===== src/rtl/core/msgt_pkg.sv =====
// Shared types, register indexes and reset constants for the message generation trigger.
`timescale 1ns / 1ps

package msgt_pkg;

   typedef enum logic [1:0] {
      CAUSE_NONE     = 2'd0,
      CAUSE_FIXED    = 2'd1,
      CAUSE_DYNAMICS = 2'd2,
      CAUSE_EXPIRED  = 2'd3
   } cause_type;

   localparam logic [3:0] CSR_MIN_INTERVAL  = 4'd0;
   localparam logic [3:0] CSR_MAX_INTERVAL  = 4'd1;
   localparam logic [3:0] CSR_HEADING_THR   = 4'd2;
   localparam logic [3:0] CSR_DISTANCE_THR  = 4'd3;
   localparam logic [3:0] CSR_SPEED_THR     = 4'd4;
   localparam logic [3:0] CSR_USE_CONGEST   = 4'd5;
   localparam logic [3:0] CSR_FIXED_RATE    = 4'd6;
   localparam logic [3:0] CSR_LOW_DYN_LIMIT = 4'd7;

   localparam logic [15:0] MIN_INTERVAL_RESET  = 16'd100;
   localparam logic [15:0] MAX_INTERVAL_RESET  = 16'd1000;
   localparam logic [10:0] HEADING_THR_RESET   = 11'd40;
   localparam logic [31:0] DIST_SQ_RESET       = 32'd160000;
   localparam logic [13:0] SPEED_THR_RESET     = 14'd50;
   localparam logic [7:0]  LOW_DYN_LIMIT_RESET = 8'd3;

   localparam logic [11:0] HEADING_FULL = 12'd3600;
   localparam logic [11:0] HEADING_HALF = 12'd1800;
   localparam logic [7:0]  COUNT_MAX    = 8'hFF;

   // The distance threshold is kept squared, as that is the only form the compare uses.
   typedef struct packed {
      logic [15:0] min_interval;
      logic [15:0] max_interval;
      logic [10:0] heading_thr;
      logic [31:0] distance_thr_sq;
      logic [13:0] speed_thr;
      logic        use_congestion;
      logic        fixed_rate;
      logic [7:0]  low_dyn_limit;
   } cfg_type;

   typedef struct packed {
      logic        [31:0] now_ms;
      logic        [11:0] heading;
      logic signed [23:0] pos_x;
      logic signed [23:0] pos_y;
      logic signed [14:0] speed;
      logic        [15:0] congestion;
   } item_type;

   typedef struct packed {
      logic        [31:0] last_send_time;
      logic        [11:0] last_heading;
      logic signed [23:0] last_pos_x;
      logic signed [23:0] last_pos_y;
      logic signed [14:0] last_speed;
      logic        [15:0] gen_interval;
      logic        [7:0]  low_dyn_count;
   } state_type;

endpackage


===== src/rtl/core/msgt_decide.sv =====
// Send decision and next tracking state for one trigger beat.
`timescale 1ns / 1ps

module msgt_decide import msgt_pkg::*; (
   input  cfg_type   cfg,
   input  item_type  item,
   input  state_type state,
   output cause_type cause,
   output state_type state_next
);

   logic [31:0] elapsed;
   logic [15:0] gap_clamp;
   logic [15:0] gap;
   logic        gap_met;
   logic [11:0] hd_raw;
   logic [11:0] hd_wrap;
   logic [11:0] hd;
   logic        heading_hit;
   logic [24:0] dx;
   logic [24:0] dy;
   logic [24:0] neg_dx;
   logic [24:0] neg_dy;
   logic [23:0] ax;
   logic [23:0] ay;
   logic [47:0] sq_x;
   logic [47:0] sq_y;
   logic [48:0] dist_sq;
   logic        distance_hit;
   logic [15:0] ds;
   logic [15:0] neg_ds;
   logic [15:0] as_speed;
   logic        speed_hit;
   logic [7:0]  count_inc;

   always_comb begin
      elapsed = item.now_ms - state.last_send_time;
      gap_clamp = (item.congestion > cfg.min_interval) ? item.congestion : cfg.min_interval;
      if (gap_clamp > cfg.max_interval) begin
         gap_clamp = cfg.max_interval;
      end
      gap = cfg.use_congestion ? gap_clamp : cfg.min_interval;
      gap_met = elapsed >= {16'd0, gap};
   end

   always_comb begin
      hd_raw = (state.last_heading > item.heading) ? state.last_heading - item.heading
                                                   : item.heading - state.last_heading;
      hd_wrap = (hd_raw >= HEADING_FULL) ? hd_raw - HEADING_FULL : hd_raw;
      hd = (hd_wrap > HEADING_HALF) ? HEADING_FULL - hd_wrap : hd_wrap;
      heading_hit = hd > {1'b0, cfg.heading_thr};
   end

   always_comb begin
      dx = {item.pos_x[23], item.pos_x} - {state.last_pos_x[23], state.last_pos_x};
      dy = {item.pos_y[23], item.pos_y} - {state.last_pos_y[23], state.last_pos_y};
      neg_dx = -dx;
      neg_dy = -dy;
      ax = dx[24] ? neg_dx[23:0] : dx[23:0];
      ay = dy[24] ? neg_dy[23:0] : dy[23:0];
      sq_x = ax * ax;
      sq_y = ay * ay;
      dist_sq = {1'b0, sq_x} + {1'b0, sq_y};
      distance_hit = dist_sq > {17'd0, cfg.distance_thr_sq};
   end

   always_comb begin
      ds = {state.last_speed[14], state.last_speed} - {item.speed[14], item.speed};
      neg_ds = -ds;
      as_speed = ds[15] ? neg_ds : ds;
      speed_hit = as_speed > {2'b00, cfg.speed_thr};
   end

   always_comb begin
      count_inc = (state.low_dyn_count != COUNT_MAX) ? state.low_dyn_count + 8'd1
                                                    : state.low_dyn_count;
      cause = CAUSE_NONE;
      state_next = state;
      if (gap_met) begin
         if (cfg.fixed_rate) begin
            cause = CAUSE_FIXED;
         end else if (heading_hit || distance_hit || speed_hit) begin
            cause = CAUSE_DYNAMICS;
            state_next.gen_interval = (elapsed < {16'd0, cfg.max_interval}) ? elapsed[15:0]
                                                                          : cfg.max_interval;
            state_next.low_dyn_count = 8'd0;
         end else if (elapsed >= {16'd0, state.gen_interval}) begin
            cause = CAUSE_EXPIRED;
            state_next.low_dyn_count = count_inc;
            if (count_inc >= cfg.low_dyn_limit) begin
               state_next.gen_interval = cfg.max_interval;
            end
         end
      end
      if (cause != CAUSE_NONE) begin
         state_next.last_send_time = item.now_ms;
         state_next.last_heading = item.heading;
         state_next.last_pos_x = item.pos_x;
         state_next.last_pos_y = item.pos_y;
         state_next.last_speed = item.speed;
      end
   end

endmodule


===== src/rtl/core/message_generation_trigger_core.sv =====
// Top level of the message generation trigger: registers, beat handshake and state update.
`timescale 1ns / 1ps

// The block takes one trigger beat per clock while its input is not stalled, and returns
// one decision beat for each. The work sits between one input register and one result
// register, which a decision beat passes in that order; a stalled result holds the input
// register, and the input stalls only while both registers are full. One beat per clock
// is possible because the decision for a beat, which reads the tracking state left by
// the beat before it, is made combinationally through the heading, speed and
// squared-distance compares. Register writes may be made only while no beat is in
// flight; the distance threshold is squared as it is written.

module message_generation_trigger_core import msgt_pkg::*; (
   input  logic               clock,
   input  logic               reset,
   input  logic               req_valid,
   output logic               req_stall,
   input  logic        [31:0] req_now_ms,
   input  logic        [11:0] req_heading_now,
   input  logic signed [23:0] req_pos_x_cm,
   input  logic signed [23:0] req_pos_y_cm,
   input  logic signed [14:0] req_speed_now,
   input  logic        [15:0] req_congestion_interval_ms,
   output logic               rsp_valid,
   input  logic               rsp_stall,
   output logic               rsp_send_now,
   output logic        [1:0]  rsp_send_cause,
   output logic        [15:0] rsp_current_interval_ms,
   input  logic               csr_write_enable,
   input  logic        [3:0]  csr_index,
   input  logic        [15:0] csr_write_data
);

   cfg_type     cfg_ff;
   cfg_type     cfg_in;
   item_type    item_ff;
   logic        in_valid_ff;
   state_type   state_ff;
   state_type   state_in;
   cause_type   cause;
   logic        rsp_valid_ff;
   logic        send_now_ff;
   cause_type   cause_ff;
   logic [15:0] interval_ff;
   logic        advance;
   logic        req_accept;

   assign advance = in_valid_ff && (!rsp_valid_ff || !rsp_stall);
   assign req_stall = in_valid_ff && rsp_valid_ff && rsp_stall;
   assign req_accept = req_valid && !req_stall;

   always_comb begin
      cfg_in = cfg_ff;
      if (csr_write_enable) begin
         case (csr_index)
            CSR_MIN_INTERVAL:  cfg_in.min_interval = csr_write_data;
            CSR_MAX_INTERVAL:  cfg_in.max_interval = csr_write_data;
            CSR_HEADING_THR:   cfg_in.heading_thr = csr_write_data[10:0];
            CSR_DISTANCE_THR:  cfg_in.distance_thr_sq = csr_write_data * csr_write_data;
            CSR_SPEED_THR:     cfg_in.speed_thr = csr_write_data[13:0];
            CSR_USE_CONGEST:   cfg_in.use_congestion = csr_write_data[0];
            CSR_FIXED_RATE:    cfg_in.fixed_rate = csr_write_data[0];
            CSR_LOW_DYN_LIMIT: cfg_in.low_dyn_limit = csr_write_data[7:0];
            default: begin
            end
         endcase
      end
   end

   always_ff @(posedge clock) begin
      if (reset) begin
         cfg_ff.min_interval <= MIN_INTERVAL_RESET;
         cfg_ff.max_interval <= MAX_INTERVAL_RESET;
         cfg_ff.heading_thr <= HEADING_THR_RESET;
         cfg_ff.distance_thr_sq <= DIST_SQ_RESET;
         cfg_ff.speed_thr <= SPEED_THR_RESET;
         cfg_ff.use_congestion <= 1'b0;
         cfg_ff.fixed_rate <= 1'b0;
         cfg_ff.low_dyn_limit <= LOW_DYN_LIMIT_RESET;
      end else begin
         cfg_ff <= cfg_in;
      end
   end

   msgt_decide u_decide (
      .cfg        (cfg_ff),
      .item       (item_ff),
      .state      (state_ff),
      .cause      (cause),
      .state_next (state_in)
   );

   always_ff @(posedge clock) begin
      if (reset) begin
         in_valid_ff <= 1'b0;
      end else if (req_accept) begin
         in_valid_ff <= 1'b1;
      end else if (advance) begin
         in_valid_ff <= 1'b0;
      end
   end

   always_ff @(posedge clock) begin
      if (req_accept) begin
         item_ff.now_ms <= req_now_ms;
         item_ff.heading <= req_heading_now;
         item_ff.pos_x <= req_pos_x_cm;
         item_ff.pos_y <= req_pos_y_cm;
         item_ff.speed <= req_speed_now;
         item_ff.congestion <= req_congestion_interval_ms;
      end
   end

   always_ff @(posedge clock) begin
      if (reset) begin
         state_ff.last_send_time <= 32'd0;
         state_ff.last_heading <= 12'd0;
         state_ff.last_pos_x <= 24'sd0;
         state_ff.last_pos_y <= 24'sd0;
         state_ff.last_speed <= 15'sd0;
         state_ff.gen_interval <= MAX_INTERVAL_RESET;
         state_ff.low_dyn_count <= 8'd0;
      end else if (advance) begin
         state_ff <= state_in;
      end
   end

   always_ff @(posedge clock) begin
      if (reset) begin
         rsp_valid_ff <= 1'b0;
      end else if (advance) begin
         rsp_valid_ff <= 1'b1;
      end else if (!rsp_stall) begin
         rsp_valid_ff <= 1'b0;
      end
   end

   always_ff @(posedge clock) begin
      if (advance) begin
         send_now_ff <= (cause != CAUSE_NONE);
         cause_ff <= cause;
         interval_ff <= state_in.gen_interval;
      end
   end

   assign rsp_valid = rsp_valid_ff;
   assign rsp_send_now = send_now_ff;
   assign rsp_send_cause = cause_ff;
   assign rsp_current_interval_ms = interval_ff;

   // A beat that sends nothing leaves the tracking state untouched.
   assert property (@(posedge clock) disable iff (reset)
      advance && cause == CAUSE_NONE |=> $stable(state_ff))
      else $error("tracking state changed on a beat without a send");

   // A dynamics send restarts the low dynamics count.
   assert property (@(posedge clock) disable iff (reset)
      advance && cause == CAUSE_DYNAMICS |=> state_ff.low_dyn_count == 8'd0)
      else $error("low dynamics count not cleared by a dynamics send");

   // A timer send either keeps the interval or falls back to the maximum.
   assert property (@(posedge clock) disable iff (reset)
      advance && cause == CAUSE_EXPIRED |=>
         state_ff.gen_interval == $past(state_ff.gen_interval) ||
         state_ff.gen_interval == cfg_ff.max_interval)
      else $error("interval changed to an unexpected value on a timer send");

   // Every beat that leaves the input register shows up as a result beat.
   assert property (@(posedge clock) disable iff (reset)
      advance |=> rsp_valid_ff)
      else $error("result beat missing after a decision");

   // The input side is only held off while a result is waiting.
   assert property (@(posedge clock) disable iff (reset)
      req_stall |-> in_valid_ff && rsp_valid_ff)
      else $error("input stalled with no result waiting");

endmodule


===== config.mk =====
export PLATFORM = sky130hd
export DESIGN_NAME = message_generation_trigger_core
export DESIGN_NICKNAME = d
export VERILOG_FILES = /design/src/rtl/core/msgt_pkg.sv /design/src/rtl/core/msgt_decide.sv /design/src/rtl/core/message_generation_trigger_core.sv
export SDC_FILE = /design/constraint.sdc
export NUM_CORES = 2
export LEC_CHECK = 0
export BUFFER_PORTS_ARGS = -buffer_cell sky130_fd_sc_hd__buf_2
export CAP_MARGIN = 20
export CORE_AREA = 8 8 668 341
export CTS_CLUSTER_DIAMETER = 30
export DETAILED_ROUTE_END_ITERATION = 10
export DIE_AREA = 0 0 676 349
export SYNTH_ARGS = -nofsm -noshare
export SYNTH_HDL_FRONTEND = slang
export SYNTH_SLANG_ARGS = --single-unit

===== constraint.sdc =====
create_clock -name clock -period 22.6 [get_ports clock]
set_input_delay 2.26 -clock clock [delete_from_list [all_inputs] [get_ports clock]]
set_output_delay 2.26 -clock clock [all_outputs]
set_load 0.03 [all_outputs]

==> impl_results.md <==
- Total Routed Length: 203 mm
- Prevailing post-synth register cell: dfxtp_1
- Ratio of final minimum period to clock period: 80.5%
- Resized Gates After CTS: 0
- Total number of vias: 50301
- Adder-cell share of the synthesized area: 47.3%
- Die Area: 236000 sq um
- Share of layout cells above drive strength 1: 7.16%
- CTS buffer count: 86
- Pre-CTS WS: 4.86 ns
- Fraction of synthesized cell area in xor and xnor cells: 2.89%
- Total negative slack: 0 ns
- Mux contribution to synthesized area: 3.24%
- Worst clock skew: 0.0658 ns
- Yosys reg bits: 373
- Buffer type at the clock tree root: clkbuf_16
- Via count of the first global-routing pass: 51399
- Final number of hold-violating endpoints: 0
- TritonCTS clock tree: built
- Total of endpoints with negative setup slack in the final report: 0
- Largest family of logic cells by synthesized area: adder cells
- Number of buffer cells added on primary ports: 168
- Startpoint of the worst hold path: cfg_ff[33]
- Critical path startpoint: item_ff[63]
- Sinks on Clock Net: 373
- DRT Pass-1 Iters: 7
- Wirelength per Cell: 19.6 um
- Net count, final: 9317
- Count of pins over their slew limit: 0
- Row count: 122
- Cell taking the most area after synthesis: fa_1
- F_max: 55.0 MHz
- Avg Inst Size Synth: 9.01 sq um
- Crit path time final: 18.20 ns
- Antenna violations before repair: 12
- Async S/R FF share, synth: 0%
- Relative slew margins: 19.1%
- Die Y: 349 um
- First-pass GRT wire length: 314 mm
- Largest net degree at the start of global routing: 108
- Number of nets with antenna violations after routing: 0
- Library cell appearing most often on the critical path: fa_1
- Violation count after the first detailed-route iteration: 5122
- Horizontal die dimension: 676 um
- Share of synthesized area occupied by flip-flops and latches: 13.7%
- Boundary Pins: 169
- Critical-path top delay cell: clkinv_1
- Routed via count divided by cell count: 4.85
- Remaining Overflow, GRT: 0
- Hold crit path type: reg2reg
- Post-CTS Hold Buffers: 0
- Area share of the largest cell type after synthesis: 34.0%
- Compound-cell area share of the yosys netlist: 9.37%
- Crit Path Max Fanout: 44
- RSZ-0062 raised after global routing: false
- Final critical-path setup slack: 4.40 ns
- Number of nets produced by synthesis: 9175
- Clock-pin slew of the registers on the worst-case setup and hold paths: 0.05 ns
- Crit path largest cell delay: 0.93 ns
- Post-CTS setup-driven buffer insertion count: 0
- Netlist area before placement: 65100 sq um
- Maximum clock path buffer count: 3
- Area added between synthesis and finish: 11.4%
- Launching element type of the critical path: register
- Kind of cell with the highest combined delay on the critical path: adder cells
- Total area of multi-input combinational cells: 48800 sq um
- Worst setup path category: reg2reg
- Max H-tree Level: 3
- Endpoint type of the worst setup path: register
- Slew @ Worst Pin: 1.21 ns
- Core region area: 219000 sq um
- Register area: 8890 sq um
- Number of enable flip-flop cells after synthesis: 142
- # fillers: 22586
- Reg-to-Reg Start: item_ff[63]
- Run status: completed
- Synthesized-area fraction occupied by and/or/nand/nor cells: 12.0%
- DRC violation count after routing: 0
- Synth area leaders: fa_1 (34%), ha_1 (13%), inv_1 (10%), dfxtp_1 (7.1%), edfxtp_1 (6.5%)
- Worst Path Required: 23.03 ns
- Initial Util: 29.7%
- Skew-Pair Late Insertion Delay: 0.70 ns
- Half-perimeter wire length of the detailed placement result: 171 mm
- Arr. time, crit path: 18.63 ns
- Yosys cell types: 103
- Number of cells produced by synthesis: 7227
- Overall fraction of global-route tracks in use: 17.2%
- Yosys synthesis warning count: 0
- Final Wtd Congestion: 1.00
- Number of max-cap violations: 0
- Buffers plus inverters on the worst setup path: 9
layout make-up:
type / count / share of cell area [%]
inverters: 1746 / 9.03
diodes: 6 / 0.0207
clock inverters: 57 / 0.997
repair buffers: 261 / 2.20
flip-flops and latches: 373 / 12.3
clock buffers: 103 / 3.15
multi-input cells: 4901 / 67.3
well taps: 2914 / 5.03
layout by cell type (no fill, tap or decap), types with 49 or more instances in the layout:
| cell | n |
|---|---|
| inv_1 | 1733 |
| fa_1 | 1106 |
| ha_1 | 694 |
| nand2_1 | 644 |
| nor2_1 | 624 |
| a21oi_1 | 295 |
| dfxtp_1 | 231 |
| buf_2 | 168 |
| mux2i_1 | 154 |
| edfxtp_1 | 142 |
| xnor2_1 | 136 |
| o21ai_0 | 130 |
| a21o_1 | 94 |
| buf_4 | 87 |
| clkbuf_16 | 86 |
| nand3_1 | 69 |
| xor2_1 | 69 |
| and2_1 | 66 |
| nand2b_1 | 63 |
| nor3_1 | 62 |
| o21a_1 | 50 |
| nor2b_1 | 49 |
| mux2_2 | 49 |
synthesized netlist by cell type (14+ instances only):
| master | count |
|---|---|
| a2111oi_0 | 14 |
| a211oi_1 | 26 |
| a21o_1 | 94 |
| a21oi_1 | 295 |
| a31oi_1 | 25 |
| and2_1 | 66 |
| and3_1 | 32 |
| clkbuf_1 | 172 |
| dfxtp_1 | 231 |
| edfxtp_1 | 142 |
| fa_1 | 1106 |
| ha_1 | 694 |
| inv_1 | 1734 |
| mux2_2 | 49 |
| mux2i_1 | 154 |
| nand2_1 | 644 |
| nand2b_1 | 63 |
| nand3_1 | 69 |
| nand4_1 | 31 |
| nor2_1 | 624 |
| nor2b_1 | 50 |
| nor3_1 | 63 |
| nor3b_1 | 14 |
| nor4_1 | 18 |
| o211ai_1 | 47 |
| o21a_1 | 50 |
| o21ai_0 | 130 |
| o21bai_1 | 21 |
| o22ai_1 | 33 |
| o31ai_1 | 21 |
| or2_2 | 28 |
| or3_1 | 15 |
| xnor2_1 | 139 |
| xor2_1 | 74 |
metrics by stage:
step           area, sq um  instances  util [%]  hold WS, ns
3_3_place_gp         69400      10184      31.7        0.444
6_report             72500      10361      33.1        0.454
2_1_floorplan        65100       7227         -        0.432
4_1_cts              72400      10345      33.1        0.454
3_5_place_dp         69400      10185      31.7        0.447
5_1_grt              72500      10356      33.1        0.478
worst register-to-register path, delay by kind of cell (launching register included):
kind                       cells  cell delay [ns]
xor gates and xnor gates       2             1.10
muxes                          1             0.52
AOI/OAI and AO/OA             11             4.04
DFF                            1             0.38
adders and majority gates     12             5.70
buffers and inverters          9             1.57
and+or+nand+nor               17             4.62
state kept, by name (all words and copies together), names as in the netlist:
name	cells
cfg_ff	98
state_ff	131
rsp_send_cause	2
in_valid_ff	1
rsp_valid	1
rsp_send_now	1
rsp_current_interval_ms	16
item_ff	123
layer usage:
metal | track usage (%) | share of wire, %
met5 | 0.265 | 0.064
met4 | 3.00 | 1.7
met3 | 6.80 | 13
met2 | 21.2 | 35
met1 | 27.2 | 50
logic make-up (layout without fill, tap and decap cells):
group,count (synthesis),in the layout
AOI/OAI and AO/OA,921,921
buffers and inverters,1953,2167
xor gates and xnor gates,214,214
adders and majority gates,1800,1800
muxes,204,204
and+or+nand+nor,1762,1762
other,0,6
DFF,373,373
final timing paths:
| kind | cells past startpoint | slack (ns) | endpoint |
|---|---|---|---|
| worst max-delay path | 52 | 4.40 | rsp_current_interval_ms[7] |
| worst min-delay path | 2 | 0.45 | cfg_ff[33] |
| worst max register to register | 52 | 4.40 | rsp_current_interval_ms[7] |
| worst min register to register | 2 | 0.45 | cfg_ff[33] |
Power is not shown: default switching activity piles up to over one toggle a cycle in this logic, so the estimate is an artifact.
